[config.mk]
export PLATFORM = sky130hd
export DESIGN_NAME = rrl_ctrl
export DESIGN_NICKNAME = d
export VERILOG_FILES = /design/src/rrl_pkg.sv /design/src/rrl_ctrl.sv
export SDC_FILE = /design/constraint.sdc
export NUM_CORES = 1
export LEC_CHECK = 0
export ABC_AREA = 0
export BUFFER_PORTS_ARGS = -buffer_cell sky130_fd_sc_hd__buf_2
export CORE_AREA = 5 5 42 44
export CTS_CLUSTER_SIZE = 30
export DETAILED_ROUTE_END_ITERATION = 16
export DIE_AREA = 0 0 47 49
export PLACE_DENSITY_LB_ADDON = 0.3
export SYNTH_ARGS = -nofsm -noshare
export SYNTH_HDL_FRONTEND = slang
export SYNTH_SLANG_ARGS = --single-unit
[constraint.sdc]
create_clock -name clk -period 1.05 [get_ports clk]
set_clock_uncertainty 0.1 [all_clocks]
set_input_delay 0.0525 -clock clk [delete_from_list [all_inputs] [get_ports clk]]
set_output_delay 0.0525 -clock clk [all_outputs]
set_load 0.05 [all_outputs]
[src/rrl_pkg.sv]
// Shared constants and types for the relocation ring range lookup unit.
package rrl_pkg;

  localparam int RING_DEPTH = 1024;
  localparam int IDX_W      = $clog2(RING_DEPTH);
  localparam int CNT_W      = $clog2(RING_DEPTH + 1);
  localparam int ADDR_W     = 64;
  localparam int OBJ_SIZE_W = 48;
  localparam int SIZE_W     = 32;
  localparam int PST_W      = 32;
  localparam int SCAN_W     = 21;

  localparam logic [SIZE_W-1:0] SIZE_SAT   = 32'hffff_ffff;
  localparam logic [SCAN_W-1:0] SCAN_RESET = SCAN_W'(1 << 16);

  localparam logic KIND_RECORD = 1'b0;
  localparam logic KIND_LOOKUP = 1'b1;

  typedef enum logic [1:0] {
    ST_IDLE,
    ST_SCAN,
    ST_DONE
  } ctrl_state_t;

  typedef struct packed {
    logic [ADDR_W-1:0] src;
    logic [ADDR_W-1:0] dst;
    logic [SIZE_W-1:0] size;
    logic [PST_W-1:0]  pst;
  } entry_t;

  localparam int ENTRY_W = $bits(entry_t);

  typedef struct packed {
    logic take;
    logic record;
    logic start;
    logic scan;
    logic load_out;
  } cmd_t;

  typedef struct packed {
    logic req_valid;
    logic req_kind;
    logic scan_over;
    logic out_free;
  } status_t;

endpackage

[src/rrl_ctrl.sv]
// Controller state machine: accept, scan, deliver.
module rrl_ctrl (
  input  logic             clk,
  input  logic             rst,
  input  rrl_pkg::status_t status,
  output rrl_pkg::cmd_t    cmd
);
  import rrl_pkg::*;

  ctrl_state_t state, state_next;

  always_ff @(posedge clk) begin
    if (rst) begin
      state <= ST_IDLE;
    end else begin
      state <= state_next;
    end
  end

  always_comb begin
    state_next = state;
    unique case (state)
      ST_IDLE: begin
        if (status.req_valid && status.req_kind == KIND_LOOKUP) begin
          state_next = ST_SCAN;
        end
      end
      ST_SCAN: begin
        if (status.scan_over) begin
          state_next = ST_DONE;
        end
      end
      ST_DONE: begin
        if (status.out_free) begin
          state_next = ST_IDLE;
        end
      end
      default: state_next = ST_IDLE;
    endcase
  end

  always_comb begin
    cmd = '0;
    unique case (state)
      ST_IDLE: begin
        cmd.take   = 1'b1;
        cmd.record = status.req_valid && status.req_kind == KIND_RECORD;
        cmd.start  = status.req_valid && status.req_kind == KIND_LOOKUP;
      end
      ST_SCAN: begin
        cmd.scan = 1'b1;
      end
      ST_DONE: begin
        cmd.load_out = status.out_free;
      end
      default: cmd = '0;
    endcase
  end

endmodule

==> flow_summary.json, run 1 <==
{
  "track_usage_pct": 4.29,
  "critPathMaxFanout": 7,
  "cp_data_required_time_ns": 0.90,
  "placed_cells": 40,
  "synth_area_leader_cell": "dfxtp_1",
  "h-tree-depth": 1,
  "synth_seq_cells": 2,
  "top_register": "state",
  "whs_ns": 0.00658,
  "fin_crit_ns": 1.19,
  "drc": 0,
  "netlist_area_sq_um": 129,
  "clock_path_buffers": 2,
  "ff2ff_path_depth": 2,
  "wirelength_um": 430,
  "ff2ff_setup_slack_ns": 0.01,
  "drt_first_iter_violations": 0,
  "die_x_um": 47,
  "syn_inst": 15,
  "cts_tree": "built",
  "place.gp.congestion": 0.644,
  "cap_violations": 0,
  "p_leak_nw": 0.136,
  "start_util_pct": 9.20,
  "fmax_mhz": 840,
  "reg.largest.list": "state (2)",
  "largest_register_ffs": 2,
  "violations": "negative setup slack",
  "drt_pre_antenna_iters": 1,
  "vias_per_cell": 3.66,
  "die_area_sq_um": 2300,
  "ant_nets": 0,
  "clock_sinks": 2,
  "yosysTopAreaCellShare_pct": 31.1,
  "setup_viol": 5,
  "coreArea_sq_um": 1400,
  "gr-total-overflow": 0,
  "synth_nets": 21,
  "fin_cells": 47,
  "ys_seq_area_share_pct": 31.1,
  "fin_util_pct": 23.8,
  "p_per_area_nw_per_um2": 1120,
  "yosysUniqueCellTypes": 12,
  "avgSynthCellArea_sq_um": 8.59,
  "drv_slew": 0,
  "rsz0062_at_grt": "true",
  "tightestPinTransition_ns": 0.202,
  "io_buffers": 10,
  "cts_root_buf": "clkbuf_4",
  "crit_path_end_kind": "primary output",
  "wl_per_cell_um": 9.15,
  "worstReg2RegEnd": "state[1]",
  "grt_max_degree": 9,
  "dr_total_vias": 172,
  "yosys_warnings": 0,
  "layout-drive-gt1-share_pct": 74.2,
  "numCtsBuffers": 3,
  "outcome": "complete, but fails checks",
  "worst_slew_margin_rel_pct": 86.5,
  "path_class": "reg -> out",
  "antenna_found_initial": 0,
  "min_path_type": "in -> reg",
  "path_clk_slew_ns": 0.03,
  "fillers": 157,
  "vdd_drop_max_mv": 0.517,
  "layout.nets": 39,
  "die_y_um": 49,
  "hold_viol": 0,
  "diodes": 0,
  "setup.worst_path.start": "state[1]",
  "grt_pass1_wl_um": 676,
  "fin_ws_ns": -0.140,
  "finalSetupTns_ns": -0.479,
  "ios": 11,
  "crit_path_start_kind": "flip-flop",
  "synth_area_leaders": "dfxtp_1 31%, nand3b_1 12%, a21oi_2 6.8%, and2b_2 6.8%, nor4b_1 6.8%",
  "grt_pass1_vias": 159,
  "r2r-start": "state[1]",
  "arrival_ns": 1.04,
  "rows": 14,
  "clk_latency_ns": 0.22,
  "critPathCapture": "cmd[3]",
  "fin_crit_sh_pct": 113,
  "area_growth_pct": 159
}
-- cell type report --
cell class | instances | area (sq um) | share of cell area [%]
sequential | 2 | 47.5 | 14.2
clock buffer | 3 | 22.5 | 6.74
timing repair buffer | 14 | 128 | 38.2
tap | 16 | 20.0 | 5.99
multi-input combinational | 12 | 116 | 34.8
-- critical path, stage by stage (launching register included) --
cell	delay, ns
dfxtp_4	0.36
nor4b_4	0.26
buf_6	0.19
-- power breakdown --
| part | internal, W | leakage [nW] | switching (W) |
|---|---|---|---|
| combinational | 0.0000605 | 0.104 | 0.0000632 |
| sequential | 0.0000776 | 0.0178 | 0.00000875 |
| clock | 0.000126 | 0.0138 | 0.0000396 |
| total | 0.000264 | 0.136 | 0.000112 |
-- synthesized netlist by cell type --
library cell	number
a21oi_2	1
nand2_1	1
dfxtp_1	2
buf_4	1
and3_1	1
nor2_1	2
a211oi_1	1
nor4b_1	1
nand2b_1	1
or3b_1	1
nand3b_1	2
and2b_2	1
-- through the flow --
step                instance area (sq um)  total power [W]  setup WS [ns]
finish                                334         0.000375         -0.140
global placement                      224         0.000178        -0.0175
detailed placement                    224         0.000177        -0.0172
floorplan                             161         0.000155         -0.103
global route                          334         0.000395         -0.172
CTS                                   304         0.000372         -0.156
-- layer usage --
metal	vias to the layer above	wire length [um]	track usage (%)	part of all wire, %
li1	86	-	-	-
met1	73	187	5.69	43
met2	13	175	4.52	41
met3	0	68	4.43	16
met4	0	0	1.38	0
met5	-	0	0	0
-- cell usage in the layout (no fill, tap or decap) --
| master | n |
|---|---|
| a21oi_2 | 1 |
| a211oi_1 | 1 |
| buf_8 | 3 |
| dfxtp_4 | 2 |
| nand2b_1 | 1 |
| or3b_1 | 1 |
| clkbuf_4 | 3 |
| buf_4 | 2 |
| nand2_1 | 1 |
| nor2_4 | 2 |
| and3_4 | 1 |
| and2b_2 | 1 |
| buf_6 | 2 |
| buf_2 | 5 |
| nor4b_4 | 1 |
| nand3b_1 | 2 |
| dlygate4sd3_1 | 2 |
-- logic make-up after synthesis --
group	after synthesis	share of synthesized area (%)
and+or+nand+nor	10	50.5
AOI/OAI and AO/OA	2	12.6
DFF	2	31.1
buffers and inverters	1	5.83
-- what timing repair did --
action | CTS | global route
hold buffers | 2 | 0
endpoints found under the setup margin | 6 | 6
hold endpoints to repair | 2 | 0
gates cloned | 0 | 0
buffers inserted | 0 | 2
pin swaps | 0 | 2
gates resized for setup | 12 | 4
-- worst min path at each step --
stage               startpoint  cells after the start        to
floorplan                  rst                      1  state[1]
global placement           rst                      2  state[1]
detailed placement         rst                      2  state[1]
CTS                  status[0]                      3  state[1]
global route         status[0]                      3  state[1]
finish               status[0]                      3  state[1]
No activity file was read; power rests on OpenSTA's default activity.
==> run 2: changes to the inputs <==
CTS_CLUSTER_DIAMETER = 200   (was default)
clock period = 1.5 ns   (was 1.05 ns; I/O delays follow)
==> run 2 against run 1 <==
  * The run now ends clean
  * Core utilization decreased by 7.1 points
  * Via count shrank 11%
  * Register-to-register slack better by 0.37 ns
  * Die area did not move
  * Combinational power fell by 53%
  * First-iteration DRC count grew 2
  * Final area is 30% lower
  * Critical endpoint unchanged
  * Critical path type unchanged
  * Sequential share of layout area up 2.9 points
  * Sequential cell count unchanged
  * Critical path depth unchanged
  * Highest routed layer is now met4
==> flow_summary.json, run 2 (synthesis results as in run 1) <==
{
  "antenna_found_initial": 0,
  "numCtsBuffers": 3,
  "cts_hold_buffers": 1,
  "clkPwrFrac_pct": 51.7,
  "top_layer_used": "met4",
  "clock_sinks": 2,
  "vdd_drop_max_mv": 0.268,
  "wl_per_cell_um": 10.5,
  "fin_util_pct": 16.7,
  "p_sw_w": 0.0000818,
  "crit_buf_inv": 1,
  "drt_pre_antenna_iters": 2,
  "swShare_pct": 33.2,
  "drt_first_iter_violations": 2,
  "cpLargestDelayFamily": "flip-flops",
  "p_per_area_nw_per_um2": 1050,
  "vias_per_cell": 3.48,
  "cts_root_buf": "clkbuf_4",
  "rsz0062_at_grt": "false",
  "multi_input_area_sq_um": 91.3,
  "fin_crit_sh_pct": 90.9,
  "cts_tree": "built",
  "cap_violations": 0,
  "post_cts_resized": 0,
  "hold_viol": 0,
  "path_clk_slew_ns": 0.03,
  "p_leak_nw": 0.104,
  "track_usage_pct": 5.91,
  "final_common_cell": "buf_2",
  "finalSetupTns_ns": 0,
  "met2_length_um": 104,
  "setup_viol": 0,
  "final_cell_mix": "10 x buf_2, 3 x clkbuf_4, 2 x nand3b_1, 2 x dfxtp_1",
  "clock_path_buffers": 2,
  "final_area_sq_um": 234,
  "p_int_w": 0.000165,
  "die_x_um": 47,
  "h-tree-depth": 1,
  "die_area_sq_um": 2300,
  "top_register": "state",
  "worst_slew_margin_rel_pct": 82.4,
  "layout-drive-gt1-share_pct": 64.3,
  "grt_max_degree": 9,
  "wirelength_um": 462,
  "slowest_delay_ns": 0.37,
  "place_area_sq_um": 201,
  "critPathMaxFanout": 8,
  "fmax_mhz": 733,
  "combPwrFrac_pct": 23.7,
  "coreArea_sq_um": 1400,
  "rows": 14,
  "start_util_pct": 9.20,
  "crit_path_start_kind": "flip-flop",
  "layout.nets": 36,
  "fin_crit_ns": 1.36,
  "dr_wl_met3_um": 110,
  "gr-total-overflow": 0,
  "tightestPinTransition_ns": 0.264,
  "grt_pass1_wl_um": 855,
  "wl_met1_um": 239,
  "drv_slew": 0,
  "grt_pass1_vias": 190,
  "dr_total_vias": 153,
  "drc": 0,
  "ios": 11,
  "seq_area_sq_um": 40.0,
  "io_buffers": 10,
  "post-cts-setup-buffers": 0,
  "outcome": "complete, no violations",
  "die_y_um": 49,
  "fillers": 169,
  "place.gp.congestion": 0.692,
  "diodes": 0,
  "ant_nets": 0,
  "cp_data_required_time_ns": 1.32,
  "path_class": "reg -> out",
  "critPathSlowestCell": "dfxtp_1",
  "whs_ns": 0.0260,
  "crit_path_end_kind": "primary output",
  "clk_latency_ns": 0.24,
  "reg.largest.list": "state (2)",
  "largest_register_ffs": 2,
  "arrival_ns": 1.19,
  "area_growth_pct": 81.6,
  "min_path_type": "in -> reg",
  "path_cells": "nor4b_2, buf_2",
  "seqPwrFrac_pct": 24.6
}
-- run 2: stage by stage --
stage | setup slack (ns) | power (W) | cells
6_report | 0.136 | 0.000246 | 44
3_5_place_dp | 0.347 | 0.000119 | 40
2_1_floorplan | -0.0178 | 0.000102 | 15
5_1_grt | 0.0543 | 0.000270 | 44
3_3_place_gp | 0.388 | 0.000118 | 40
4_1_cts | 0.104 | 0.000252 | 44
-- run 2: worst paths after layout --
check             slack (ns)  cells past startpoint        to      start
setup / recovery        0.14                      2    cmd[3]   state[0]
hold / removal          0.03                      3  state[1]  status[0]
setup reg to reg        0.38                      2  state[1]   state[1]
hold reg to reg         0.48                      2  state[0]   state[0]
-- run 2: worst reg2reg max path, cell delays in order, from the launching register on --
cell and delay, ns:
dfxtp_1 0.44, or3b_1 0.39, a21oi_2 0.12
-- run 2: routing by layer --
layer / up-vias / track usage (%)
met3: 2 / 7.75
met4: 0 / 2.76
li1: 79 / -
met5: - / 0
met1: 57 / 7.22
met2: 15 / 5.43
-- run 2: cell type report --
cell class	count	share of cell area, %
Sequential cell	2	17.1
Multi-Input combinational cell	12	39.0
Tap cell	16	8.56
Clock buffer	3	9.63
Timing Repair Buffer	11	25.7
-- run 2: power by group through the flow --
stage / Clock, W / Sequential [W] / Combinational [W]
floorplan: 0 / 0.0000603 / 0.0000417
detailed placement: 0 / 0.0000617 / 0.0000569
finish: 0.000127 / 0.0000607 / 0.0000583
global route: 0.000145 / 0.0000616 / 0.0000632
global placement: 0 / 0.0000613 / 0.0000569
CTS: 0.000132 / 0.0000607 / 0.0000591
==> run 3: changes to the inputs <==
==> constraint.sdc (replaced) <==
create_clock -name clk -period 1.5 [get_ports clk]
set_clock_uncertainty 0.1 [all_clocks]
set_input_delay 0.3 -clock clk [delete_from_list [all_inputs] [get_ports clk]]
set_output_delay 0.3 -clock clk [all_outputs]
set_load 0.05 [all_outputs]
==> run 3 against run 2 <==
  * Power shrank 0.34%
  * Register-to-register slack got worse by 0.04 ns
  * Via count increased by 0.65%
  * Sequential share of layout area is 0.11 points higher
  * Final cell count unchanged
  * First-iteration DRC count is 50% lower
  * Combinational power rose by 13%
  * Core utilization is 2.0 points higher
  * Routed wire length fell by 17%
  * Setup slack got worse by 0.085 ns
  * Die area did not move
  * Clock power is 6% lower
  * Critical path type unchanged
==> flow_summary.json, run 3 (synthesis results as in run 1) <==
{
  "seq_area_sq_um": 45.0,
  "multi_input_area_sq_um": 105,
  "final_common_cell": "buf_2",
  "io_buffers": 10,
  "setup_viol": 0,
  "post-cts-setup-buffers": 0,
  "outcome": "complete, no violations",
  "crit_path_end_kind": "primary output",
  "drt_pre_antenna_iters": 2,
  "drt_first_iter_violations": 1,
  "final_cell_mix": "7 x buf_2, 3 x clkbuf_4, 3 x buf_4",
  "fin_crit_ns": 1.45,
  "wirelength_um": 385,
  "drc": 0,
  "min_path_type": "in -> reg",
  "ant_nets": 0,
  "path_class": "reg -> out",
  "clock_sinks": 2,
  "clk_latency_ns": 0.22,
  "grt_max_degree": 8,
  "die_y_um": 49,
  "cap_violations": 0,
  "fin_crit_sh_pct": 96.6,
  "gr-total-overflow": 0,
  "crit_path_start_kind": "flip-flop",
  "antenna_found_initial": 0,
  "diodes": 0,
  "vias_per_cell": 3.50,
  "track_usage_pct": 5.13,
  "fillers": 164,
  "area_growth_pct": 103,
  "rsz0062_at_grt": "true",
  "p_leak_nw": 0.115,
  "fin_cells": 44,
  "hpwlAfterDp_um": 296,
  "vdd_drop_max_mv": 0.253,
  "grt_pass1_wl_um": 786,
  "cp_data_required_time_ns": 1.10,
  "p_per_area_nw_per_um2": 939,
  "rows": 14,
  "tightestPinTransition_ns": 0.250,
  "die_x_um": 47,
  "ios": 11,
  "h-tree-depth": 1,
  "grt_pass1_vias": 183,
  "place_area_sq_um": 223,
  "placed_cells": 41,
  "layout.nets": 36,
  "top_register": "state",
  "drv_slew": 0,
  "largest_register_ffs": 2,
  "critPathMaxFanout": 7,
  "cts_tree": "built",
  "coreArea_sq_um": 1400,
  "layout-drive-gt1-share_pct": 75.0,
  "die_area_sq_um": 2300,
  "cts_root_buf": "clkbuf_4",
  "numCtsBuffers": 3,
  "clock_path_buffers": 2,
  "place.gp.congestion": 0.656,
  "worst_slew_margin_rel_pct": 83.4,
  "path_clk_slew_ns": 0.03,
  "final_area_sq_um": 262,
  "dr_total_vias": 154,
  "reg.largest.list": "state (2)",
  "wl_per_cell_um": 8.75,
  "fmax_mhz": 690,
  "start_util_pct": 9.20,
  "hold_viol": 0,
  "arrival_ns": 1.05
}
==> run 3: cell count changes in the layout (fill, tap and decap cells not counted), sizes merged <==
cell / change
buf: +1
dlygate4sd3: -1
==> run 3: layout make-up <==
| class | instances | area share, % |
|---|---|---|
| clock buffer | 3 | 8.61 |
| multi-input combinational | 12 | 40.2 |
| sequential | 2 | 17.2 |
| tap | 16 | 7.66 |
| timing repair buffer | 11 | 26.3 |
==> run 3: path summary, 6_finish.rpt <==
check | slack (ns) | end | startpoint | cells past startpoint
max reg2reg | 0.34 | state[1] | state[0] | 3
max | 0.05 | cmd[1] | state[1] | 2
min reg2reg | 0.39 | state[0] | state[1] | 1
min | 0.15 | state[1] | rst | 2
==> run 3: timing repair <==
action                                  4_1_cts  5_1_grt
resized for setup                             5        3
endpoints found under the setup margin        4        2
hold buffers                                  0        0
endpoints found under the hold margin         0        0
pin swaps                                     0        1
==> run 3: report_power, final <==
group,total [W],leakage (nW),internal (W),switching (W)
combinational,0.0000661,0.0838,0.0000259,0.0000402
clock,0.000119,0.0138,0.0000883,0.0000311
sequential,0.0000601,0.0175,0.0000552,0.00000494
==> run 3: critical path, cell delays in order (launching register included) <==
cell,delay [ns]
dfxtp_4,0.36
and2b_2,0.21
buf_2,0.25
==> run 3: metrics by stage <==
stage                     hold WS, ns  TNS [ns]  power (W)  util, %  worst slack (ns)
final                           0.148         0   0.000246     18.7            0.0509
after global routing            0.145  -0.00323   0.000265     18.7          -0.00323
after CTS                       0.133         0   0.000256     18.2           0.00971
after detailed placement        0.385         0   0.000124     15.9             0.139
after global placement          0.386         0   0.000124     15.9             0.144
after floorplan                 0.262   -0.0848   0.000106        -           -0.0848
==> run 3: per-layer routing <==
metal | wire length [um] | track usage [%] | part of all wire [%]
met5 | 0 | 0 | 0
met4 | 0 | 5.53 | 0
met3 | 69 | 3.32 | 18
met2 | 128 | 5.20 | 33
met1 | 187 | 6.35 | 49
